==> config.mk <==
export PLATFORM = sky130hd
export DESIGN_NAME = gpp_controller
export DESIGN_NICKNAME = d
export VERILOG_FILES = /design/src/sv/gpp_pkg.sv /design/src/sv/gpp_controller.sv
export VERILOG_INCLUDE_DIRS = /design/src /design/src/sv
export SDC_FILE = /design/constraint.sdc
export NUM_CORES = 1
export LEC_CHECK = 0
export ABC_AREA = 1
export BUFFER_PORTS_ARGS = -buffer_cell sky130_fd_sc_hd__buf_4
export CAP_MARGIN = 5
export CORE_MARGIN = 2
export CORE_UTILIZATION = 59
export CTS_BUF_LIST = sky130_fd_sc_hd__clkbuf_2 sky130_fd_sc_hd__clkbuf_4 sky130_fd_sc_hd__clkbuf_8
export DETAILED_ROUTE_END_ITERATION = 6
export GPL_TIMING_DRIVEN = 0
export MAX_ROUTING_LAYER = met4
export PLACE_DENSITY_LB_ADDON = 0.05
export SLEW_MARGIN = 15
export SYNTH_ARGS = -nofsm -noshare
export SYNTH_HDL_FRONTEND = slang
export SYNTH_SLANG_ARGS = --single-unit
==> constraint.sdc <==
create_clock -name clk -period 4.55 [get_ports clk]
set_clock_uncertainty 0.1 [all_clocks]
set_input_delay 0.455 -clock clk [delete_from_list [all_inputs] [get_ports clk]]
set_output_delay 0.455 -clock clk [all_outputs]
set_load 0.005 [all_outputs]
==> src/sv/gmm_pixel_posterior_estimator_macros.svh <==
// ---------------------------------------------------------------------------
// Assertion macros for the mixture posterior estimator
// Implication checks on clk, disabled while rst_n is low.
// ---------------------------------------------------------------------------
`ifndef GMM_PIXEL_POSTERIOR_ESTIMATOR_MACROS_SVH
`define GMM_PIXEL_POSTERIOR_ESTIMATOR_MACROS_SVH

`ifndef NO_ASSERTIONS
// same-cycle implication
`define GPP_ASSERT_IMPL(lbl, ante, cons) \
  lbl: assert property (@(posedge clk) disable iff (!rst_n) (ante) |-> (cons)) \
    else $error("gpp assertion failed");
// next-cycle implication
`define GPP_ASSERT_NEXT(lbl, ante, cons) \
  lbl: assert property (@(posedge clk) disable iff (!rst_n) (ante) |=> (cons)) \
    else $error("gpp assertion failed");
`else
`define GPP_ASSERT_IMPL(lbl, ante, cons)
`define GPP_ASSERT_NEXT(lbl, ante, cons)
`endif

`endif

==> src/sv/gpp_pkg.sv <==
// ---------------------------------------------------------------------------
// gpp_pkg
// Shared sizes, opcodes, command struct and lookup tables of the estimator.
// ---------------------------------------------------------------------------
`default_nettype none

package gpp_pkg;

  localparam int MAX_COMPONENTS = 8;
  localparam int BANDS          = 4;
  localparam int WORDS          = BANDS + BANDS * BANDS + 1;
  localparam int TABLE_DEPTH    = MAX_COMPONENTS * WORDS;
  localparam int ADDR_W         = $clog2(TABLE_DEPTH);
  localparam int COMP_W         = (MAX_COMPONENTS > 1) ? $clog2(MAX_COMPONENTS) : 1;
  localparam int BAND_W         = (BANDS > 1) ? $clog2(BANDS) : 1;
  localparam int SUM_W          = 17 + $clog2(MAX_COMPONENTS);
  localparam int EXP_W          = $clog2(SUM_W);
  localparam int CONST_WORD     = WORDS - 1;

  localparam logic [16:0] LOG2E_Q16 = 17'd94548;
  localparam logic [15:0] LN2_Q16   = 16'd45426;

  // configuration register indexes
  localparam logic [1:0] CFG_COMPONENT_COUNT = 2'd0;
  localparam logic [1:0] CFG_BAND_COUNT      = 2'd1;
  localparam logic [1:0] CFG_INV_COV_SHIFT   = 2'd2;

  localparam logic [3:0] LABEL_NODATA = 4'b1111;

  // datapath operations
  typedef enum logic [4:0] {
    OP_IDLE, OP_LOAD, OP_CAPTURE, OP_READ, OP_DIFF, OP_INV_MUL, OP_ACC,
    OP_ROW, OP_ROW_MUL, OP_QUAD, OP_SCORE, OP_MAX, OP_EXP_T, OP_SUM,
    OP_POST, OP_LN_L2, OP_LN_NORM
  } op_t;

  typedef struct packed {
    op_t               op;
    logic [ADDR_W-1:0] addr;
    logic [COMP_W-1:0] comp;
    logic [BAND_W-1:0] band;
    logic              first;
    logic              use_lnorm;
    logic [5:0]        shift;
  } dp_cmd_t;

  // 2^(-i/16), Q16
  function automatic logic [16:0] exp2_tab(input logic [4:0] idx);
    logic [16:0] v;
    unique case (idx)
      5'd0:  v = 17'd65536;
      5'd1:  v = 17'd62757;
      5'd2:  v = 17'd60097;
      5'd3:  v = 17'd57549;
      5'd4:  v = 17'd55109;
      5'd5:  v = 17'd52773;
      5'd6:  v = 17'd50535;
      5'd7:  v = 17'd48393;
      5'd8:  v = 17'd46341;
      5'd9:  v = 17'd44376;
      5'd10: v = 17'd42495;
      5'd11: v = 17'd40693;
      5'd12: v = 17'd38968;
      5'd13: v = 17'd37316;
      5'd14: v = 17'd35734;
      5'd15: v = 17'd34219;
      5'd16: v = 17'd32768;
      default: v = 17'd0;
    endcase
    return v;
  endfunction

  // log2(1 + i/16), Q16
  function automatic logic [16:0] log2_tab(input logic [4:0] idx);
    logic [16:0] v;
    unique case (idx)
      5'd0:  v = 17'd0;
      5'd1:  v = 17'd5732;
      5'd2:  v = 17'd11136;
      5'd3:  v = 17'd16248;
      5'd4:  v = 17'd21098;
      5'd5:  v = 17'd25711;
      5'd6:  v = 17'd30109;
      5'd7:  v = 17'd34312;
      5'd8:  v = 17'd38336;
      5'd9:  v = 17'd42196;
      5'd10: v = 17'd45904;
      5'd11: v = 17'd49472;
      5'd12: v = 17'd52911;
      5'd13: v = 17'd56229;
      5'd14: v = 17'd59434;
      5'd15: v = 17'd62534;
      5'd16: v = 17'd65536;
      default: v = 17'd0;
    endcase
    return v;
  endfunction

endpackage

`default_nettype wire

==> src/sv/gpp_controller.sv <==
// ---------------------------------------------------------------------------
// gpp_controller
// Configuration registers, handshakes and the per-pixel operation sequencer.
// ---------------------------------------------------------------------------
`default_nettype none

`include "gmm_pixel_posterior_estimator_macros.svh"

module gpp_controller (
  input  wire logic               clk,
  input  wire logic               rst_n,
  input  wire logic               cfg_we,
  input  wire logic [1:0]         cfg_index,
  input  wire logic [5:0]         cfg_wdata,
  input  wire logic               in_valid,
  input  wire logic               in_kind,
  input  wire logic               in_pixel_nodata,
  output logic                    in_stall,
  output logic                    out_valid,
  input  wire logic               out_stall,
  output logic [2:0]              out_result_component,
  output logic                    out_last_of_run,
  output gpp_pkg::dp_cmd_t        cmd
);

  typedef enum logic [4:0] {
    S_IDLE, S_MEAN_RD, S_MEAN_DIFF, S_INV_RD, S_INV_MUL, S_INV_ACC, S_ROW,
    S_ROW_MUL, S_QUAD, S_CONST_RD, S_SCORE, S_MAX, S_SUM_T, S_SUM_ACC,
    S_LN_L2, S_LN_NORM, S_POST_T, S_POST_WR, S_EMIT
  } state_t;

  state_t                     state_r;
  logic [gpp_pkg::COMP_W-1:0] c_r;
  logic [gpp_pkg::BAND_W-1:0] i_r;
  logic [gpp_pkg::BAND_W-1:0] j_r;
  logic [3:0]                 comp_count_r;
  logic [2:0]                 band_count_r;
  logic [5:0]                 shift_r;

  // active counts, clamped into range, as last index
  logic [gpp_pkg::COMP_W-1:0] kmax;
  logic [gpp_pkg::BAND_W-1:0] nbmax;
  always_comb begin
    if (comp_count_r == 4'd0) kmax = '0;
    else if (int'(comp_count_r) > gpp_pkg::MAX_COMPONENTS)
      kmax = gpp_pkg::COMP_W'(gpp_pkg::MAX_COMPONENTS - 1);
    else kmax = gpp_pkg::COMP_W'(comp_count_r - 4'd1);
    if (band_count_r == 3'd0) nbmax = '0;
    else if (int'(band_count_r) > gpp_pkg::BANDS)
      nbmax = gpp_pkg::BAND_W'(gpp_pkg::BANDS - 1);
    else nbmax = gpp_pkg::BAND_W'(band_count_r - 3'd1);
  end

  // table addresses
  logic [gpp_pkg::ADDR_W-1:0] base_addr;
  logic [gpp_pkg::ADDR_W-1:0] inv_addr;
  assign base_addr = gpp_pkg::ADDR_W'(gpp_pkg::ADDR_W'(c_r) * gpp_pkg::ADDR_W'(gpp_pkg::WORDS));
  assign inv_addr  = base_addr + gpp_pkg::ADDR_W'(gpp_pkg::BANDS)
                   + gpp_pkg::ADDR_W'(gpp_pkg::ADDR_W'(i_r)
                     * (gpp_pkg::ADDR_W'(nbmax) + gpp_pkg::ADDR_W'(1)))
                   + gpp_pkg::ADDR_W'(j_r);

  assign in_stall             = (state_r != S_IDLE);
  assign out_valid            = (state_r == S_EMIT);
  assign out_result_component = 3'(c_r);
  assign out_last_of_run      = (c_r == kmax);

  // command decode
  always_comb begin
    cmd           = '0;
    cmd.op        = gpp_pkg::OP_IDLE;
    cmd.comp      = c_r;
    cmd.band      = j_r;
    cmd.shift     = shift_r;
    unique case (state_r)
      S_IDLE: begin
        if (in_valid) cmd.op = in_kind ? gpp_pkg::OP_CAPTURE : gpp_pkg::OP_LOAD;
      end
      S_MEAN_RD: begin
        cmd.op   = gpp_pkg::OP_READ;
        cmd.addr = base_addr + gpp_pkg::ADDR_W'(j_r);
      end
      S_MEAN_DIFF: cmd.op = gpp_pkg::OP_DIFF;
      S_INV_RD: begin
        cmd.op   = gpp_pkg::OP_READ;
        cmd.addr = inv_addr;
      end
      S_INV_MUL: cmd.op = gpp_pkg::OP_INV_MUL;
      S_INV_ACC: begin
        cmd.op    = gpp_pkg::OP_ACC;
        cmd.first = (j_r == '0);
      end
      S_ROW: cmd.op = gpp_pkg::OP_ROW;
      S_ROW_MUL: begin
        cmd.op   = gpp_pkg::OP_ROW_MUL;
        cmd.band = i_r;
      end
      S_QUAD: begin
        cmd.op    = gpp_pkg::OP_QUAD;
        cmd.first = (i_r == '0);
      end
      S_CONST_RD: begin
        cmd.op   = gpp_pkg::OP_READ;
        cmd.addr = base_addr + gpp_pkg::ADDR_W'(gpp_pkg::CONST_WORD);
      end
      S_SCORE: cmd.op = gpp_pkg::OP_SCORE;
      S_MAX: begin
        cmd.op    = gpp_pkg::OP_MAX;
        cmd.first = (c_r == '0);
      end
      S_SUM_T: cmd.op = gpp_pkg::OP_EXP_T;
      S_SUM_ACC: begin
        cmd.op    = gpp_pkg::OP_SUM;
        cmd.first = (c_r == '0);
      end
      S_LN_L2:   cmd.op = gpp_pkg::OP_LN_L2;
      S_LN_NORM: cmd.op = gpp_pkg::OP_LN_NORM;
      S_POST_T: begin
        cmd.op        = gpp_pkg::OP_EXP_T;
        cmd.use_lnorm = 1'b1;
      end
      S_POST_WR: begin
        cmd.op    = gpp_pkg::OP_POST;
        cmd.first = (c_r == '0);
      end
      S_EMIT: cmd.op = gpp_pkg::OP_IDLE;
      default: cmd.op = gpp_pkg::OP_IDLE;
    endcase
  end

  // state, counters and configuration
  always_ff @(posedge clk) begin
    if (!rst_n) begin
      state_r      <= S_IDLE;
      c_r          <= '0;
      i_r          <= '0;
      j_r          <= '0;
      comp_count_r <= 4'd1;
      band_count_r <= 3'd4;
      shift_r      <= 6'd32;
    end else begin
      if (cfg_we) begin
        unique case (cfg_index)
          gpp_pkg::CFG_COMPONENT_COUNT: comp_count_r <= cfg_wdata[3:0];
          gpp_pkg::CFG_BAND_COUNT:      band_count_r <= cfg_wdata[2:0];
          gpp_pkg::CFG_INV_COV_SHIFT:   shift_r      <= cfg_wdata;
          default: ;
        endcase
      end
      unique case (state_r)
        S_IDLE: begin
          if (in_valid && in_kind) begin
            c_r     <= '0;
            j_r     <= '0;
            state_r <= in_pixel_nodata ? S_EMIT : S_MEAN_RD;
          end
        end
        S_MEAN_RD: state_r <= S_MEAN_DIFF;
        S_MEAN_DIFF: begin
          if (j_r == nbmax) begin
            i_r     <= '0;
            j_r     <= '0;
            state_r <= S_INV_RD;
          end else begin
            j_r     <= j_r + 1'b1;
            state_r <= S_MEAN_RD;
          end
        end
        S_INV_RD:  state_r <= S_INV_MUL;
        S_INV_MUL: state_r <= S_INV_ACC;
        S_INV_ACC: begin
          if (j_r == nbmax) state_r <= S_ROW;
          else begin
            j_r     <= j_r + 1'b1;
            state_r <= S_INV_RD;
          end
        end
        S_ROW:     state_r <= S_ROW_MUL;
        S_ROW_MUL: state_r <= S_QUAD;
        S_QUAD: begin
          j_r <= '0;
          if (i_r == nbmax) state_r <= S_CONST_RD;
          else begin
            i_r     <= i_r + 1'b1;
            state_r <= S_INV_RD;
          end
        end
        S_CONST_RD: state_r <= S_SCORE;
        S_SCORE: begin
          j_r <= '0;
          if (c_r == kmax) begin
            c_r     <= '0;
            state_r <= S_MAX;
          end else begin
            c_r     <= c_r + 1'b1;
            state_r <= S_MEAN_RD;
          end
        end
        S_MAX: begin
          if (c_r == kmax) begin
            c_r     <= '0;
            state_r <= S_SUM_T;
          end else c_r <= c_r + 1'b1;
        end
        S_SUM_T: state_r <= S_SUM_ACC;
        S_SUM_ACC: begin
          if (c_r == kmax) begin
            c_r     <= '0;
            state_r <= S_LN_L2;
          end else begin
            c_r     <= c_r + 1'b1;
            state_r <= S_SUM_T;
          end
        end
        S_LN_L2:   state_r <= S_LN_NORM;
        S_LN_NORM: state_r <= S_POST_T;
        S_POST_T:  state_r <= S_POST_WR;
        S_POST_WR: begin
          if (c_r == kmax) begin
            c_r     <= '0;
            state_r <= S_EMIT;
          end else begin
            c_r     <= c_r + 1'b1;
            state_r <= S_POST_T;
          end
        end
        S_EMIT: begin
          if (!out_stall) begin
            if (c_r == kmax) state_r <= S_IDLE;
            else c_r <= c_r + 1'b1;
          end
        end
        default: state_r <= S_IDLE;
      endcase
    end
  end

  `GPP_ASSERT_NEXT(a_emit_done_idle, state_r == S_EMIT && !out_stall && c_r == kmax, state_r == S_IDLE)
  `GPP_ASSERT_NEXT(a_pixel_busy, in_valid && !in_stall && in_kind, in_stall)
  `GPP_ASSERT_IMPL(a_comp_range, state_r != S_IDLE, c_r <= kmax)

endmodule

`default_nettype wire

==> impl_metrics.csv <==
group,metric,value,unit
status,status,"finished with violations",
status,violations,"setup timing",
min_path,hold_class,"in2reg",
drt,dr.pass1.iters,5,
cells_and_area,diodes,0,
drt,dr.max_layer_used,"met4",
cells_and_area,fin_area,3200,sq um
critical_path,path_common_cell,"nand2_2",
synth,synth_top_area_share,18.9,%
drt,wl_met2,3640,um
critical_path,start_kind,"flip-flop",
clock_network,htree_levels,1,
drt,vias,2969,
synth,synthMostInstantiatedCell,"nand2_1",
placed_design,place_congestion,0.969,
sta,layout_min_cycle_time,4.57,ns
critical_path,critical_path_arrival,4.01,ns
drt,m1WireLength,3160,um
drt,drc,0,
synth,synth_edf_count,0,
synth,ys_seq_area_share,18.9,%
synth,syn-cell-area,2640,sq um
sta,worst_slew_pin_slew,0.499,ns
placed_design,dp_hpwl,5720,um
global_routing,grt_max_degree,15,
cells_and_area,drive_gt1_share,23.0,%
synth,synth_cell_types,31,
synth,netlist_instances,423,
critical_path,path_max_fanout,2,
critical_path,crit_type,"reg2out",
synth,synth_common_cells,"nand2_1 (114), inv_1 (61), a21oi_1 (33)",
power,p_per_area,286,nW/um^2
placed_design,dp_slack,0.116,ns
drt,drt_iter0_markers,271,
drt,vias_per_cell,5.59,
clock_network,cts_tree,"yes",
placed_design,io_buffers,46,
synth,yosys.area.top_type,"dfxtp_1",
synth,syn_nets,469,
clock_network,clkTransAtPathRegs,0.08,ns
clock_network,clk_latency,0.27,ns
sta,relSlewSlack,66.6,%
sta,fmax,219,MHz
floorplan,die_w,70.9,um
power,power,0.918,mW
floorplan,initial_core_util,61.1,%
synth,ys_top_cells_by_area,"dfxtp_1 (19%), nand2_1 (16%), ha_1 (12%)",
clock_network,clockBufferDepth,2,
job,maxCapViolations,0,
cells_and_area,synthToLayoutAreaGrowth,21.2,%
power,ir_worst_vdd,0.000272,V
clock_network,root_buffer,"clkbuf_8",
synth,synthFlopType,"dfxtp_1",
floorplan,coreArea,4320,sq um
global_routing,grt_antenna_before_repair,0,
global_routing,first_global_vias,2624,
sta,fin_ws,-0.0177,ns
drt,wl_per_cell,13.9,um
drt,antenna_left,0,
critical_path,critPathMaxStageDelay,0.55,ns
sta,final_max_slew_viol_count,0,
global_routing,grtUsageTotal,29.4,%
critical_path,crit_chain,"inv_2 > ha_4 > nand2_2 > nand2_2 > nand2_4 > ha_4 > nand2_2 > fa_1 > fa_1 > inv_1 > ha_2 > inv_2 > fa_2 > o21ai_2 > nand2_2 > a21oi_2 > a21oi_1 > o21ai_1 > o211ai_1 > buf_4",
critical_path,critical_path.slowest_cell,"fa_1",
synth,synth-seq-cells,25,
global_routing,grt_overflow,0,
critical_path,required,3.99,ns
synth,synth_async_sr_flop_share,0,%
clock_network,cts_hold_buf,0,
sta,fin_crit_sh,100,%
power,p_leak,1.67,nW
cells_and_area,final_util,74.1,%
floorplan,ioPinCount,47,
floorplan,dieArea,5030,sq um
clock_network,cts-buffers-inserted,3,
placed_design,place_area,3050,sq um
sta,rsz0062_at_grt,"yes",
floorplan,fp.dieH,70.9,um
clock_network,cts.sinks,25,
cells_and_area,layout.nets,526,
drt,wl,7370,um
synth,synth_warnings,0,
sta,setup_viol,1,
sta,final-hold-violation-count,0,
floorplan,row_count,24,
synth,syn_area_per_cell,6.25,sq um
critical_path,cp-end-kind,"output pin",
drt,route.met3.wl,426,um
global_routing,grt_pass1_wl,11600,um
## per-stage QoR
step	cells	hold slack (ns)	TNS, ns
global placement	521	0.349	0
finish	531	0.297	-0.0177
floorplan	423	0.333	0
detailed placement	521	0.350	0
CTS	525	0.301	0
global route	531	0.294	-0.227
## state kept, by name, summed over array words and instances, names as in the netlist
name / flops
band_count_r: 3
comp_count_r: 4
i_r: 2
j_r: 2
out_result_component: 3
shift_r: 6
state_r: 5
## metal layers
| metal | global-route usage (%) | up-vias |
|---|---|---|
| met2 | 48.8 | 121 |
| li1 | - | 1491 |
| met1 | 37.5 | 1335 |
| met5 | - | - |
| met4 | 8.39 | 0 |
| met3 | 4.13 | 22 |
## cell usage in the layout, fill, tap and decap left out, types with 2 or more instances in the layout
cell and count:
o21ai_0 23, xnor2_1 2, fa_1 4, nor2_4 5, inv_1 58, o21ai_2 3
nand2_1 108, a21oi_2 2, nand3_1 30, dfxtp_1 24, ha_1 23, ha_4 2
inv_2 14, nor2_2 6, nor3_1 7, clkbuf_1 2, buf_4 56, nand3_2 5
o221ai_1 4, o21a_1 2, clkbuf_8 3, nand2_2 9, a21oi_1 32, nand4_1 6
nor2_1 31, o211ai_1 5
## critical path, delay by kind of cell (launching register included)
family	cells	cell delay, ns
buffers and inverters	4	0.32
DFF	1	0.33
AOI/OAI and AO/OA	5	0.61
adders and majority gates	6	2.09
and+or+nand+nor	5	0.38
## worst paths after layout
check                           depth (start not counted)                            to                         start  slack [ns]
worst max-delay path                                   20                       cmd[20]  band_count_r[1]$_SDFFE_PN0P_       -0.02
worst min-delay path                                    3       shift_r[5]$_SDFFE_PN1P_                  cfg_wdata[5]        0.30
worst min register to register                          2  comp_count_r[1]$_SDFFE_PN0P_  comp_count_r[1]$_SDFFE_PN0P_        0.36
worst max register to register                         15       state_r[2]$_SDFFE_PN0P_  band_count_r[1]$_SDFFE_PN0P_        2.45
## cell type report
class	instances	area [sq um]
repair buffers	52	390
flip-flops and latches	25	502
clock buffers	3	41.3
fillers	358	1120
plain buffers	6	37.5
well taps	52	65.1
multi-input cells	320	1890
clock inverters	1	5.00
inverters	72	270
## power breakdown
part | leakage, nW | internal (mW) | total (mW) | switching (mW)
Clock | 0.0255 | 0.0614 | 0.132 | 0.0707
Sequential | 0.204 | 0.239 | 0.271 | 0.0314
Combinational | 1.44 | 0.200 | 0.515 | 0.315
## cells by family after synthesis
| logic type | after synthesis | synth area share (%) |
|---|---|---|
| simple gates | 210 | 35.9 |
| buf+inv | 78 | 11.6 |
| compound gates | 76 | 16.4 |
| fa+ha+maj | 31 | 16.1 |
| flops | 25 | 18.9 |
| xor+xnor | 3 | 0.994 |
## what timing repair did
| action | CTS | global route |
|---|---|---|
| gates resized for setup | 4 | 15 |
| buffers inserted | 0 | 6 |
| setup endpoints to repair | 1 | 3 |
| pin swaps | 1 | 12 |
(Power assumes the default switching activity.)
